<file path="src/hw/rtl/ssh_pkg.sv">
package ssh_pkg;

    localparam int unsigned BYTE_W    = 8;
    localparam int unsigned HASH_W    = 64;
    localparam int unsigned WORD_W    = 32;
    localparam int unsigned MODE_W    = 3;
    localparam int unsigned ADLER_W   = 16;
    localparam int unsigned POS_W     = 32;
    localparam int unsigned DJB2_SEED = 5381;
    localparam int unsigned ADLER_MOD = 65521;

    typedef enum logic [MODE_W-1:0] {
        MODE_SDBM   = 3'd0,
        MODE_DJB2   = 3'd1,
        MODE_ADLER  = 3'd2,
        MODE_OAAT   = 3'd3,
        MODE_ROTSUB = 3'd4,
        MODE_MAC    = 3'd5
    } t_mode;

    typedef struct packed {
        logic              valid;
        logic [BYTE_W-1:0] byte_in;
        logic              last_byte;
    } t_item;

    typedef struct packed {
        logic              valid;
        logic [HASH_W-1:0] hash_value;
    } t_result;

endpackage

</file>
<file path="src/hw/rtl/ssh_if.sv">
interface ssh_byte_if;
    import ssh_pkg::*;
    logic              valid;
    logic              ready;
    logic [BYTE_W-1:0] byte_in;
    logic              last_byte;
    modport source (output valid, output byte_in, output last_byte, input ready);
    modport sink   (input valid, input byte_in, input last_byte, output ready);
    modport mon    (input valid, input byte_in, input last_byte, input ready);
endinterface

interface ssh_hash_if;
    import ssh_pkg::*;
    logic              valid;
    logic              ready;
    logic [HASH_W-1:0] hash_value;
    modport source (output valid, output hash_value, input ready);
    modport sink   (input valid, input hash_value, output ready);
    modport mon    (input valid, input hash_value, input ready);
endinterface

interface ssh_cfg_if;
    import ssh_pkg::*;
    logic              valid;
    logic              ready;
    logic [MODE_W-1:0] mode;
    modport source (output valid, output mode, input ready);
    modport sink   (input valid, input mode, output ready);
    modport mon    (input valid, input mode, input ready);
endinterface

</file>
<file path="src/hw/rtl/ssh_in_stage.sv">
module ssh_in_stage (
    input  logic          i_clk,
    input  logic          i_rst_n,
    ssh_byte_if.sink      i_byte,
    input  logic          i_advance,
    output ssh_pkg::t_item o_item
);
    import ssh_pkg::*;

    logic              r_valid;
    logic [BYTE_W-1:0] r_byte;
    logic              r_last;
    logic              take;

    assign i_byte.ready = !r_valid || i_advance;
    assign take         = i_byte.valid && i_byte.ready;

    always_ff @(posedge i_clk) begin
        if (!i_rst_n) begin
            r_valid <= 1'b0;
        end else if (i_byte.ready) begin
            r_valid <= i_byte.valid;
        end
    end

    // payload, no reset
    always_ff @(posedge i_clk) begin
        if (take) begin
            r_byte <= i_byte.byte_in;
            r_last <= i_byte.last_byte;
        end
    end

    assign o_item.valid     = r_valid;
    assign o_item.byte_in   = r_byte;
    assign o_item.last_byte = r_last;

endmodule

</file>
<file path="src/hw/rtl/ssh_core.sv">
module ssh_core (
    input  logic            i_clk,
    input  logic            i_rst_n,
    ssh_cfg_if.sink         i_cfg,
    input  ssh_pkg::t_item  i_item,
    input  logic            i_out_room,
    output logic            o_advance,
    output ssh_pkg::t_result o_result
);
    import ssh_pkg::*;

    logic [MODE_W-1:0]  r_mode;
    logic [HASH_W-1:0]  r_hash;
    logic [ADLER_W-1:0] r_lo;
    logic [ADLER_W-1:0] r_hi;
    logic [POS_W-1:0]   r_pos;

    logic               adv;
    logic               first;
    logic [HASH_W-1:0]  h_cur;
    logic [ADLER_W-1:0] lo_cur;
    logic [ADLER_W-1:0] hi_cur;
    logic [ADLER_W:0]   lo_sum;
    logic [ADLER_W:0]   hi_sum;
    logic [ADLER_W-1:0] n_lo;
    logic [ADLER_W-1:0] n_hi;
    logic [HASH_W-1:0]  c64;
    logic [WORD_W-1:0]  c32;
    logic [WORD_W-1:0]  w1;
    logic [WORD_W-1:0]  w2;
    logic [WORD_W-1:0]  w3;
    logic [WORD_W-1:0]  f1;
    logic [WORD_W-1:0]  f2;
    logic [WORD_W-1:0]  f3;
    logic [HASH_W-1:0]  mac_prod;
    logic [HASH_W-1:0]  n_hash;
    logic [HASH_W-1:0]  result;

    assign i_cfg.ready = 1'b1;

    always_ff @(posedge i_clk) begin
        if (!i_rst_n) begin
            r_mode <= MODE_SDBM;
        end else if (i_cfg.valid) begin
            r_mode <= i_cfg.mode;
        end
    end

    assign adv   = i_item.valid && (!i_item.last_byte || i_out_room);
    assign first = (r_pos == '0);
    assign c64   = {{(HASH_W-BYTE_W){1'b0}}, i_item.byte_in};
    assign c32   = {{(WORD_W-BYTE_W){1'b0}}, i_item.byte_in};

    // seed is loaded at the first byte of a string
    always_comb begin
        h_cur  = r_hash;
        lo_cur = r_lo;
        hi_cur = r_hi;
        if (first) begin
            h_cur  = (r_mode == MODE_DJB2) ? HASH_W'(DJB2_SEED) : '0;
            lo_cur = ADLER_W'(1);
            hi_cur = '0;
        end
    end

    // adler sums stay below twice the modulus
    always_comb begin
        lo_sum = {1'b0, lo_cur} + (ADLER_W+1)'(i_item.byte_in);
        n_lo   = (lo_sum >= (ADLER_W+1)'(ADLER_MOD)) ?
                 ADLER_W'(lo_sum - (ADLER_W+1)'(ADLER_MOD)) : lo_sum[ADLER_W-1:0];
        hi_sum = {1'b0, hi_cur} + {1'b0, n_lo};
        n_hi   = (hi_sum >= (ADLER_W+1)'(ADLER_MOD)) ?
                 ADLER_W'(hi_sum - (ADLER_W+1)'(ADLER_MOD)) : hi_sum[ADLER_W-1:0];
    end

    assign mac_prod = h_cur * c64;

    always_comb begin
        w1 = h_cur[WORD_W-1:0] + c32;
        w2 = '0;
        w3 = '0;
        case (r_mode)
            MODE_DJB2: begin
                n_hash = (h_cur << 5) + h_cur + c64;
            end
            MODE_ADLER: begin
                n_hash = h_cur;
            end
            MODE_OAAT: begin
                w2     = w1 + (w1 << 10);
                w3     = w2 ^ (w2 >> 6);
                n_hash = {{(HASH_W-WORD_W){1'b0}}, w3};
            end
            MODE_ROTSUB: begin
                w2     = w1 - {w1[WORD_W-14:0], w1[WORD_W-1:WORD_W-13]};
                n_hash = {{(HASH_W-WORD_W){1'b0}}, w2};
            end
            MODE_MAC: begin
                n_hash = mac_prod + c64 + {{(HASH_W-POS_W){1'b0}}, r_pos};
            end
            default: begin
                n_hash = c64 + (h_cur << 6) + (h_cur << 16) - h_cur;
            end
        endcase
    end

    // final mix and result select
    always_comb begin
        f1 = n_hash[WORD_W-1:0] + (n_hash[WORD_W-1:0] << 3);
        f2 = f1 ^ (f1 >> 11);
        f3 = f2 + (f2 << 15);
        case (r_mode)
            MODE_ADLER:  result = {{(HASH_W-2*ADLER_W){1'b0}}, n_hi, n_lo};
            MODE_OAAT:   result = {{(HASH_W-WORD_W){1'b0}}, f3};
            MODE_ROTSUB: result = {{(HASH_W-WORD_W){1'b0}}, n_hash[WORD_W-1:0]};
            default:     result = n_hash;
        endcase
    end

    always_ff @(posedge i_clk) begin
        if (!i_rst_n) begin
            r_hash <= '0;
            r_lo   <= ADLER_W'(1);
            r_hi   <= '0;
            r_pos  <= '0;
        end else if (adv) begin
            if (i_item.last_byte) begin
                r_hash <= '0;
                r_lo   <= ADLER_W'(1);
                r_hi   <= '0;
                r_pos  <= '0;
            end else begin
                r_hash <= n_hash;
                r_lo   <= n_lo;
                r_hi   <= n_hi;
                r_pos  <= r_pos + POS_W'(1);
            end
        end
    end

    assign o_advance           = adv;
    assign o_result.valid      = adv && i_item.last_byte;
    assign o_result.hash_value = result;

endmodule

</file>
<file path="src/hw/rtl/ssh_out_stage.sv">
module ssh_out_stage (
    input  logic             i_clk,
    input  logic             i_rst_n,
    input  ssh_pkg::t_result i_result,
    output logic             o_room,
    ssh_hash_if.source       o_hash
);
    import ssh_pkg::*;

    logic              r_valid;
    logic [HASH_W-1:0] r_hash;

    assign o_room = !r_valid || o_hash.ready;

    always_ff @(posedge i_clk) begin
        if (!i_rst_n) begin
            r_valid <= 1'b0;
        end else if (o_room) begin
            r_valid <= i_result.valid;
        end
    end

    always_ff @(posedge i_clk) begin
        if (i_result.valid && o_room) begin
            r_hash <= i_result.hash_value;
        end
    end

    assign o_hash.valid      = r_valid;
    assign o_hash.hash_value = r_hash;

endmodule

</file>
<file path="src/hw/rtl/selectable_string_hash.sv">
// channel   dir  handshake      payload
// i_byte    in   valid/ready    byte_in[7:0], last_byte
// o_hash    out  valid/ready    hash_value[63:0]
// i_cfg     in   valid/ready    mode[2:0], ready always high
//
// one byte per cycle while o_hash has room; the hash passes both stage registers
// the running state feeds back through the combinational per-mode update
// reset clears the state, the mode to sdbm and both stage valids
// a stall on o_hash holds the result; bytes keep flowing until a last byte waits
module selectable_string_hash (
    input  logic       i_clk,
    input  logic       i_rst_n,
    ssh_byte_if.sink   i_byte,
    ssh_hash_if.source o_hash,
    ssh_cfg_if.sink    i_cfg
);
    import ssh_pkg::*;

    t_item   item;
    t_result res;
    logic    advance;
    logic    out_room;

    ssh_in_stage u_in (
        .i_clk     (i_clk),
        .i_rst_n   (i_rst_n),
        .i_byte    (i_byte),
        .i_advance (advance),
        .o_item    (item)
    );

    ssh_core u_core (
        .i_clk      (i_clk),
        .i_rst_n    (i_rst_n),
        .i_cfg      (i_cfg),
        .i_item     (item),
        .i_out_room (out_room),
        .o_advance  (advance),
        .o_result   (res)
    );

    ssh_out_stage u_out (
        .i_clk    (i_clk),
        .i_rst_n  (i_rst_n),
        .i_result (res),
        .o_room   (out_room),
        .o_hash   (o_hash)
    );

endmodule

</file>
<file path="src/flat_wrapper.sv">
// flat-port wrapper written by rule: the top's interface ports become plain ports
module selectable_string_hash_flat import ssh_pkg::*;
  (i_clk, i_rst_n, i_byte_valid, i_byte_byte_in, i_byte_last_byte, i_byte_ready, o_hash_valid, o_hash_hash_value, o_hash_ready, i_cfg_valid, i_cfg_mode, i_cfg_ready);
  ssh_byte_if i_byte_i ();
  ssh_hash_if o_hash_i ();
  ssh_cfg_if i_cfg_i ();
  input  logic i_clk;
  input  logic i_rst_n;
  input wire logic [$bits(i_byte_i.valid)-1:0] i_byte_valid;
  input wire logic [$bits(i_byte_i.byte_in)-1:0] i_byte_byte_in;
  input wire logic [$bits(i_byte_i.last_byte)-1:0] i_byte_last_byte;
  output wire logic [$bits(i_byte_i.ready)-1:0] i_byte_ready;
  output wire logic [$bits(o_hash_i.valid)-1:0] o_hash_valid;
  output wire logic [$bits(o_hash_i.hash_value)-1:0] o_hash_hash_value;
  input wire logic [$bits(o_hash_i.ready)-1:0] o_hash_ready;
  input wire logic [$bits(i_cfg_i.valid)-1:0] i_cfg_valid;
  input wire logic [$bits(i_cfg_i.mode)-1:0] i_cfg_mode;
  output wire logic [$bits(i_cfg_i.ready)-1:0] i_cfg_ready;
  assign i_byte_i.valid = i_byte_valid;
  assign i_byte_i.byte_in = i_byte_byte_in;
  assign i_byte_i.last_byte = i_byte_last_byte;
  assign i_byte_ready = i_byte_i.ready;
  assign o_hash_valid = o_hash_i.valid;
  assign o_hash_hash_value = o_hash_i.hash_value;
  assign o_hash_i.ready = o_hash_ready;
  assign i_cfg_i.valid = i_cfg_valid;
  assign i_cfg_i.mode = i_cfg_mode;
  assign i_cfg_ready = i_cfg_i.ready;
  selectable_string_hash u_core (.i_clk(i_clk), .i_rst_n(i_rst_n), .i_byte(i_byte_i), .o_hash(o_hash_i), .i_cfg(i_cfg_i));
endmodule
</file>
<file path="config.mk">
export PLATFORM = sky130hd
export DESIGN_NAME = selectable_string_hash_flat
export DESIGN_NICKNAME = d
export VERILOG_FILES = /design/src/hw/rtl/ssh_pkg.sv /design/src/hw/rtl/ssh_if.sv /design/src/hw/rtl/ssh_in_stage.sv /design/src/hw/rtl/ssh_core.sv /design/src/hw/rtl/ssh_out_stage.sv /design/src/hw/rtl/selectable_string_hash.sv /design/src/flat_wrapper.sv
export SDC_FILE = /design/constraint.sdc
export NUM_CORES = 2
export LEC_CHECK = 0
export ABC_AREA = 1
export BUFFER_PORTS_ARGS = -buffer_cell sky130_fd_sc_hd__buf_4
export CAP_MARGIN = 0
export CORE_AREA = 2 2 347 263
export DETAILED_ROUTE_END_ITERATION = 7
export DIE_AREA = 0 0 349 265
export PLACE_DENSITY = 0.77
export REMOVE_ABC_BUFFERS = 1
export SYNTH_ARGS = -nofsm -noshare
export SYNTH_HDL_FRONTEND = slang
export SYNTH_SLANG_ARGS = --single-unit
</file>
<file path="constraint.sdc">
create_clock -name i_clk -period 31.8 [get_ports i_clk]
set_input_delay 4.77 -clock i_clk [delete_from_list [all_inputs] [get_ports i_clk]]
set_output_delay 4.77 -clock i_clk [all_outputs]
set_load 0.05 [all_outputs]
</file>
=== After elaboration in Yosys (flattened, before gate mapping) ===
Index checks and enable logic that the tools add are counted.

* Bits in registers: 206
* Bits in latches: 0
* RAM bits: 0
* Memory bits (read-only): 0
* Input bits: 17
* Output and inout port bits: 67
* Word-level logic and storage cells: 60
* Memories: 0

* $add $sub $neg: 17
* Multipliers: 1
* Div/mod/pow operators: 0
* Order comparisons: 2
* Eq/ne operators: 5
* Shift operators: 0
* Muxes and demuxes: 12
* Bitwise gates (word level): 2
* Reductions and logical operators: 11

{| class="wikitable"
|+ Operators with widths
! cell !! count
|-
| one-hot mux 64 bit (5 select lines) || 1
|-
| one-hot mux 64 bit (3 select lines) || 1
|-
| adder 64 bit || 2
|-
| adder 64 x 8 -> 64 bit || 2
|-
| two-way mux 64 bit || 2
|-
| adder 32 bit || 3
|-
| two-way mux 16 bit || 6
|-
| adder 64 x 32 -> 64 bit || 1
|-
| adder 8 x 64 -> 64 bit || 1
|-
| multiplier 64 x 8 -> 64 bit || 1
|-
| subtractor 64 bit || 1
|-
| greater-or-equal comparator 17 x 16 -> 1 bit (second input constant) || 2
|-
| adder 32 x 1 -> 32 bit (second input constant) || 1
|-
| adder 32 x 8 -> 32 bit || 1
|-
| zero test 32 bit || 1
|-
| two-way mux 32 bit || 1
|-
| subtractor 16 bit (second input constant) || 2
|-
| subtractor 32 bit || 1
|-
| bitwise XOR 32 x 21 -> 32 bit || 1
|-
| bitwise XOR 32 x 26 -> 32 bit || 1
|-
| adder 16 x 16 -> 17 bit || 1
|-
| adder 16 x 8 -> 17 bit || 1
|-
| two-way mux 13 bit || 1
|-
| equality test 3 x 2 -> 1 bit (second input constant) || 2
|-
| other kinds (5) || 13
|}

=== Longest topological paths before layout ===
* Word-level depth: 11
* Mapped depth: 75
* Depth with buffers taken out: 74

=== Hierarchy ===
Synthesis repeated with hierarchy kept, for this count alone.

* Cell total of the unflattened synthesis: 6483
* Area, all modules: 44821.7 µm²

{| class="wikitable"
|+ Modules (own cells, without submodules)
! module !! instances !! cells each !! area an instance (µm²) !! sequential area each (µm²)
|-
| ssh_core || 1 || 6394 || 42512.0 || 2622.5
|-
| ssh_out_stage || 1 || 71 || 1973.1 || 1941.9
|-
| ssh_in_stage || 1 || 18 || 336.6 || 290.3
|}

=== Least setup slack after synthesis ===
Ideal clock, no wire load.

* Path kind: register to register
* Start: reg u_core.u_core.r_pos[0]
* End: reg u_core.u_out.r_hash[27] (netlist: u_core.u_out.o_hash.hash_value[27]), data pin
* Library setup time: 0.271 ns
* Arrival time: 10.190 ns
* Data required time: 31.529 ns
* Path slack: 21.339 ns
* Cell stages (with the launch flop): 65
* Buffers on the path: 3
* Period minus slack after synthesis: 10.461 ns
* Cell sequence: dfxtp_1 inv_1 ha_1 nand2_1 nor2_1 nand2_1 nor2_1 nand2_2 buf_6 buf_2 buf_1 nand2_1 inv_1 nand2_1 fa_1 inv_1 fa_1 inv_1 (+29 left out) nand2_1 nand2_1 a21oi_1 nor2_1 o21ai_0 nand2_1 nand2_1 nand2_1 a21oi_1 nor2_1 o21ai_0 nand2_1 nand2_1 nand2_1 a21oi_1 nand2_1 nand3_1 o211ai_1

{| class="wikitable"
|+ RTL lines
! what !! line !! RTL
|-
| start, declared || ssh_core.sv:16 || <nowiki>logic [POS_W-1:0] r_pos;</nowiki>
|-
| start signal, assigned || ssh_core.sv:136 || <nowiki>r_pos <= r_pos + POS_W'(1);</nowiki>
|-
| end signal, assigned || ssh_out_stage.sv:25 || <nowiki>r_hash <= i_result.hash_value;</nowiki>
|-
| end, declared || ssh_out_stage.sv:11 || <nowiki>logic [HASH_W-1:0] r_hash;</nowiki>
|}

==> run summary <==
DR vias/cell -> 6.03
DP HPWL -> 145 mm
Slew @ Worst Pin -> 1260 ps
VDD IR max -> 0.0863 mV
CP Data Arrival Time -> 13800 ps
pin count of the biggest net entering global routing -> 84
post-CTS setup repair buffer count -> 0
Startpoint Class -> flop
placed cell areas -> 46300 um^2
clock skew -> 25.9 ps
1st-iter DRT viols -> 6263
CP required -> 32170 ps
top post-synthesis cells by area -> fa_1 20%, ha_1 14%, nand2_1 11%
synthesized cell area -> 44300 um^2
failing checks -> DRC
RSZ-0062 raised after global routing -> false
Post-synth EDFFs -> 73
Root Buffer -> clkbuf_16
residual DRC count -> 6
number of warnings issued by yosys -> 0
status -> finished, violations left
Setup CP Type -> flop to flop
clock insertion delay at the later pin of the skew report -> 650 ps
CP max-delay cell -> buf_4
Power Density -> 46.2 nW/um^2
top-count cell post-synth -> nand2_1
antenna violations before repair -> 4
die width -> 349 um
FILL cells -> 8775
Reg2Reg Depth -> 69
core box area -> 89000 um^2
Hold WC Path Type -> flop to flop
Crit path max-delay family -> compound AO/OA/AOI/OAI gates
row count -> 95
gr ovfl total -> 0
fin. max-slew vios -> 0
setup_tns -> 0 ps
Worst slew margin -> 15.9%
Boundary Pins -> 84
Hold Path Sink -> u_core.u_core.r_lo[1]$_SDFFE_PN0P_
fraction of registers with async set/reset -> 0%
final-stage net count -> 7417
CTS sink count -> 206
fin crit share -> 42.2%
Largest stage delay, worst path -> 760 ps
cts bufs inserted -> 28
Placer Congestion -> 1.08
worst-path fanout max -> 55
Starting Density -> 49.7%
Seq cells post-synth -> 206
final instance area -> 47300 um^2
DR WL/cell -> 23.7 um
library cells used by synthesis -> 69
Final Hold Viols -> 0
dpl ws -> 18810 ps
CTS tree -> built
Vias -> 46.1k
footprint of the multi-input gates -> 34800 um^2
Hold Path Origin -> u_core.u_core.r_lo[1]$_SDFFE_PN0P_
r2r setup slk -> 18370 ps
register area share after synthesis -> 11.0%
htree depth -> 1
min Tclk post-route -> 13430 ps
DR pass1 iterations -> 8
Mean Syn Cell Area -> 6.89 um^2
Crit path top cell by count -> nand2_1
Die Area -> 92500 um^2
post-synthesis instance total -> 6428
clock transition at the registers of the reported paths -> 60 ps
final setup vio count -> 0
Layout Area Growth over Synthesis -> 6.75%
first-pass GRT wire length -> 267 mm
CP Capture Type -> flop
Hold Path Stages -> 2
Resized Gates After CTS -> 0
vias in the first global route -> 43.2k
area leader, netlist -> fa_1
GR Util All Layers -> 38.4%
Die Height -> 265 um
RR Endpoint -> u_core.u_out.o_hash.hash_value[27]$_DFFE_PP_
Reg-to-Reg Start -> u_core.u_core.r_pos[0]$_SDFFE_PN0P_
proportion of layout cells with a drive suffix above 1 -> 5.18%
Clock Tree Buf Depth -> 3
Sequential Area -> 4850 um^2
total power -> 2.18 mW
input/output buffers -> 82
setup ws final -> 18370 ps
Hold-fix buffers, CTS -> 0
MaxCap Viol Count -> 0
final WL -> 181 mm
top_reg_cell synth -> dfxtp_1
antenna violation net count after detailed routing -> 0
Yosys top cell area share -> 20.3%
leak pwr -> 23.5 nW
Highest Clock Rate -> 74.5 MHz
WP buf/inv -> 12
Post-synth top cells -> 1295 x nand2_1, 1054 x inv_1, 782 x nor2_1, 646 x a21oi_1, 492 x ha_1
==> layout by cell type, fill, tap and decap left out, types with 18 or more instances in the layout <==
| master | count |
|---|---|
| inv_1 | 1047 |
| o211ai_1 | 61 |
| nand2_1 | 1294 |
| xnor2_1 | 62 |
| fa_1 | 448 |
| o21a_1 | 33 |
| o21bai_1 | 18 |
| a21oi_1 | 646 |
| a21o_1 | 24 |
| inv_2 | 25 |
| nand3_1 | 225 |
| nor2_1 | 776 |
| o21ai_0 | 321 |
| nor4_1 | 23 |
| o21ai_1 | 23 |
| clkbuf_16 | 28 |
| nor3_1 | 56 |
| ha_1 | 492 |
| buf_4 | 148 |
| o2111ai_1 | 39 |
| xor2_1 | 139 |
| nor2_2 | 19 |
| dfxtp_1 | 133 |
| nand4_1 | 38 |
| edfxtp_1 | 73 |
| a31oi_1 | 64 |
| or2_2 | 47 |
==> logic make-up after synthesis <==
group	after synthesis	synth area share, %
buffers and inverters	1232	10.5
other	1	0.00847
flip-flops	206	11.0
AND/OR/NAND/NOR	2534	23.6
adder cells (fa/ha/maj)	940	34.2
AO/OA/AOI/OAI	1313	16.7
XOR/XNOR	202	4.04
==> final cells by class <==
cell class	count	area share, %
inverter	1086	8.63
clock inverter	21	0.484
clock buffer	30	1.54
antenna	1	0.00529
timing repair buffer	148	2.35
sequential	206	10.3
tap	1164	3.08
multi-input combinational	4990	73.6
==> metal layers <==
metal | wire, um | part of all wire, % | global-route usage [%]
met2 | 71100 | 39 | 53.7
met3 | 27700 | 15 | 14.2
met4 | 6900 | 3.8 | 11.9
met1 | 75600 | 42 | 54.3
met5 | 97 | 0.053 | 0
==> worst max-delay path by stage <==
stage,startpoint,endpoint,slack (ps),cells past startpoint
3_3_place_gp,u_core.u_core.r_pos[0]$_SDFFE_PN0P_,u_core.u_out.o_hash.hash_value[27]$_DFFE_PP_,19200,63
2_1_floorplan,u_core.u_core.r_mode[0]$_SDFFE_PN0P_,u_core.u_out.o_hash.hash_value[27]$_DFFE_PP_,21050,64
5_1_grt,u_core.u_core.r_pos[0]$_SDFFE_PN0P_,u_core.u_out.o_hash.hash_value[27]$_DFFE_PP_,17150,69
3_5_place_dp,u_core.u_core.r_pos[0]$_SDFFE_PN0P_,u_core.u_out.o_hash.hash_value[27]$_DFFE_PP_,18810,69
4_1_cts,u_core.u_core.r_pos[0]$_SDFFE_PN0P_,u_core.u_out.o_hash.hash_value[27]$_DFFE_PP_,18750,69
6_report,u_core.u_core.r_pos[0]$_SDFFE_PN0P_,u_core.u_out.o_hash.hash_value[27]$_DFFE_PP_,18370,69
==> flip-flops by register name, indices dropped and copies added (netlist names) <==
register,cells
u_core.u_in.r_byte,8
u_core.u_out.o_hash.valid,1
u_core.u_in.r_valid,1
u_core.u_core.r_lo,16
u_core.u_core.r_hi,16
u_core.u_core.r_pos,32
u_core.u_core.r_mode,3
u_core.u_in.r_last,1
u_core.u_out.o_hash.hash_value,64
u_core.u_core.r_hash,64
==> power breakdown <==
part           internal [mW]  switching, mW  total (mW)
sequential             0.295        0.00912       0.304
combinational          0.487           1.05        1.53
clock                  0.186          0.159       0.345
total                  0.968           1.21        2.18
==> tightest hold or removal path: cells and delay by family (launching register included) <==
family,cells,cell delay [ps]
AO/OA/AOI/OAI,1,50
AND/OR/NAND/NOR,1,60
flip-flops,1,310
==> through the flow <==
stage          hold WS [ps]  std cells  utilization, %
3_5_place_dp            456       7594            52.0
4_1_cts                 465       7645            53.1
3_3_place_gp            443       7594            52.0
5_1_grt                 481       7645            53.1
6_report                466       7646            53.1
2_1_floorplan           429       6282               -
Power figures use the tool's default switching activity.
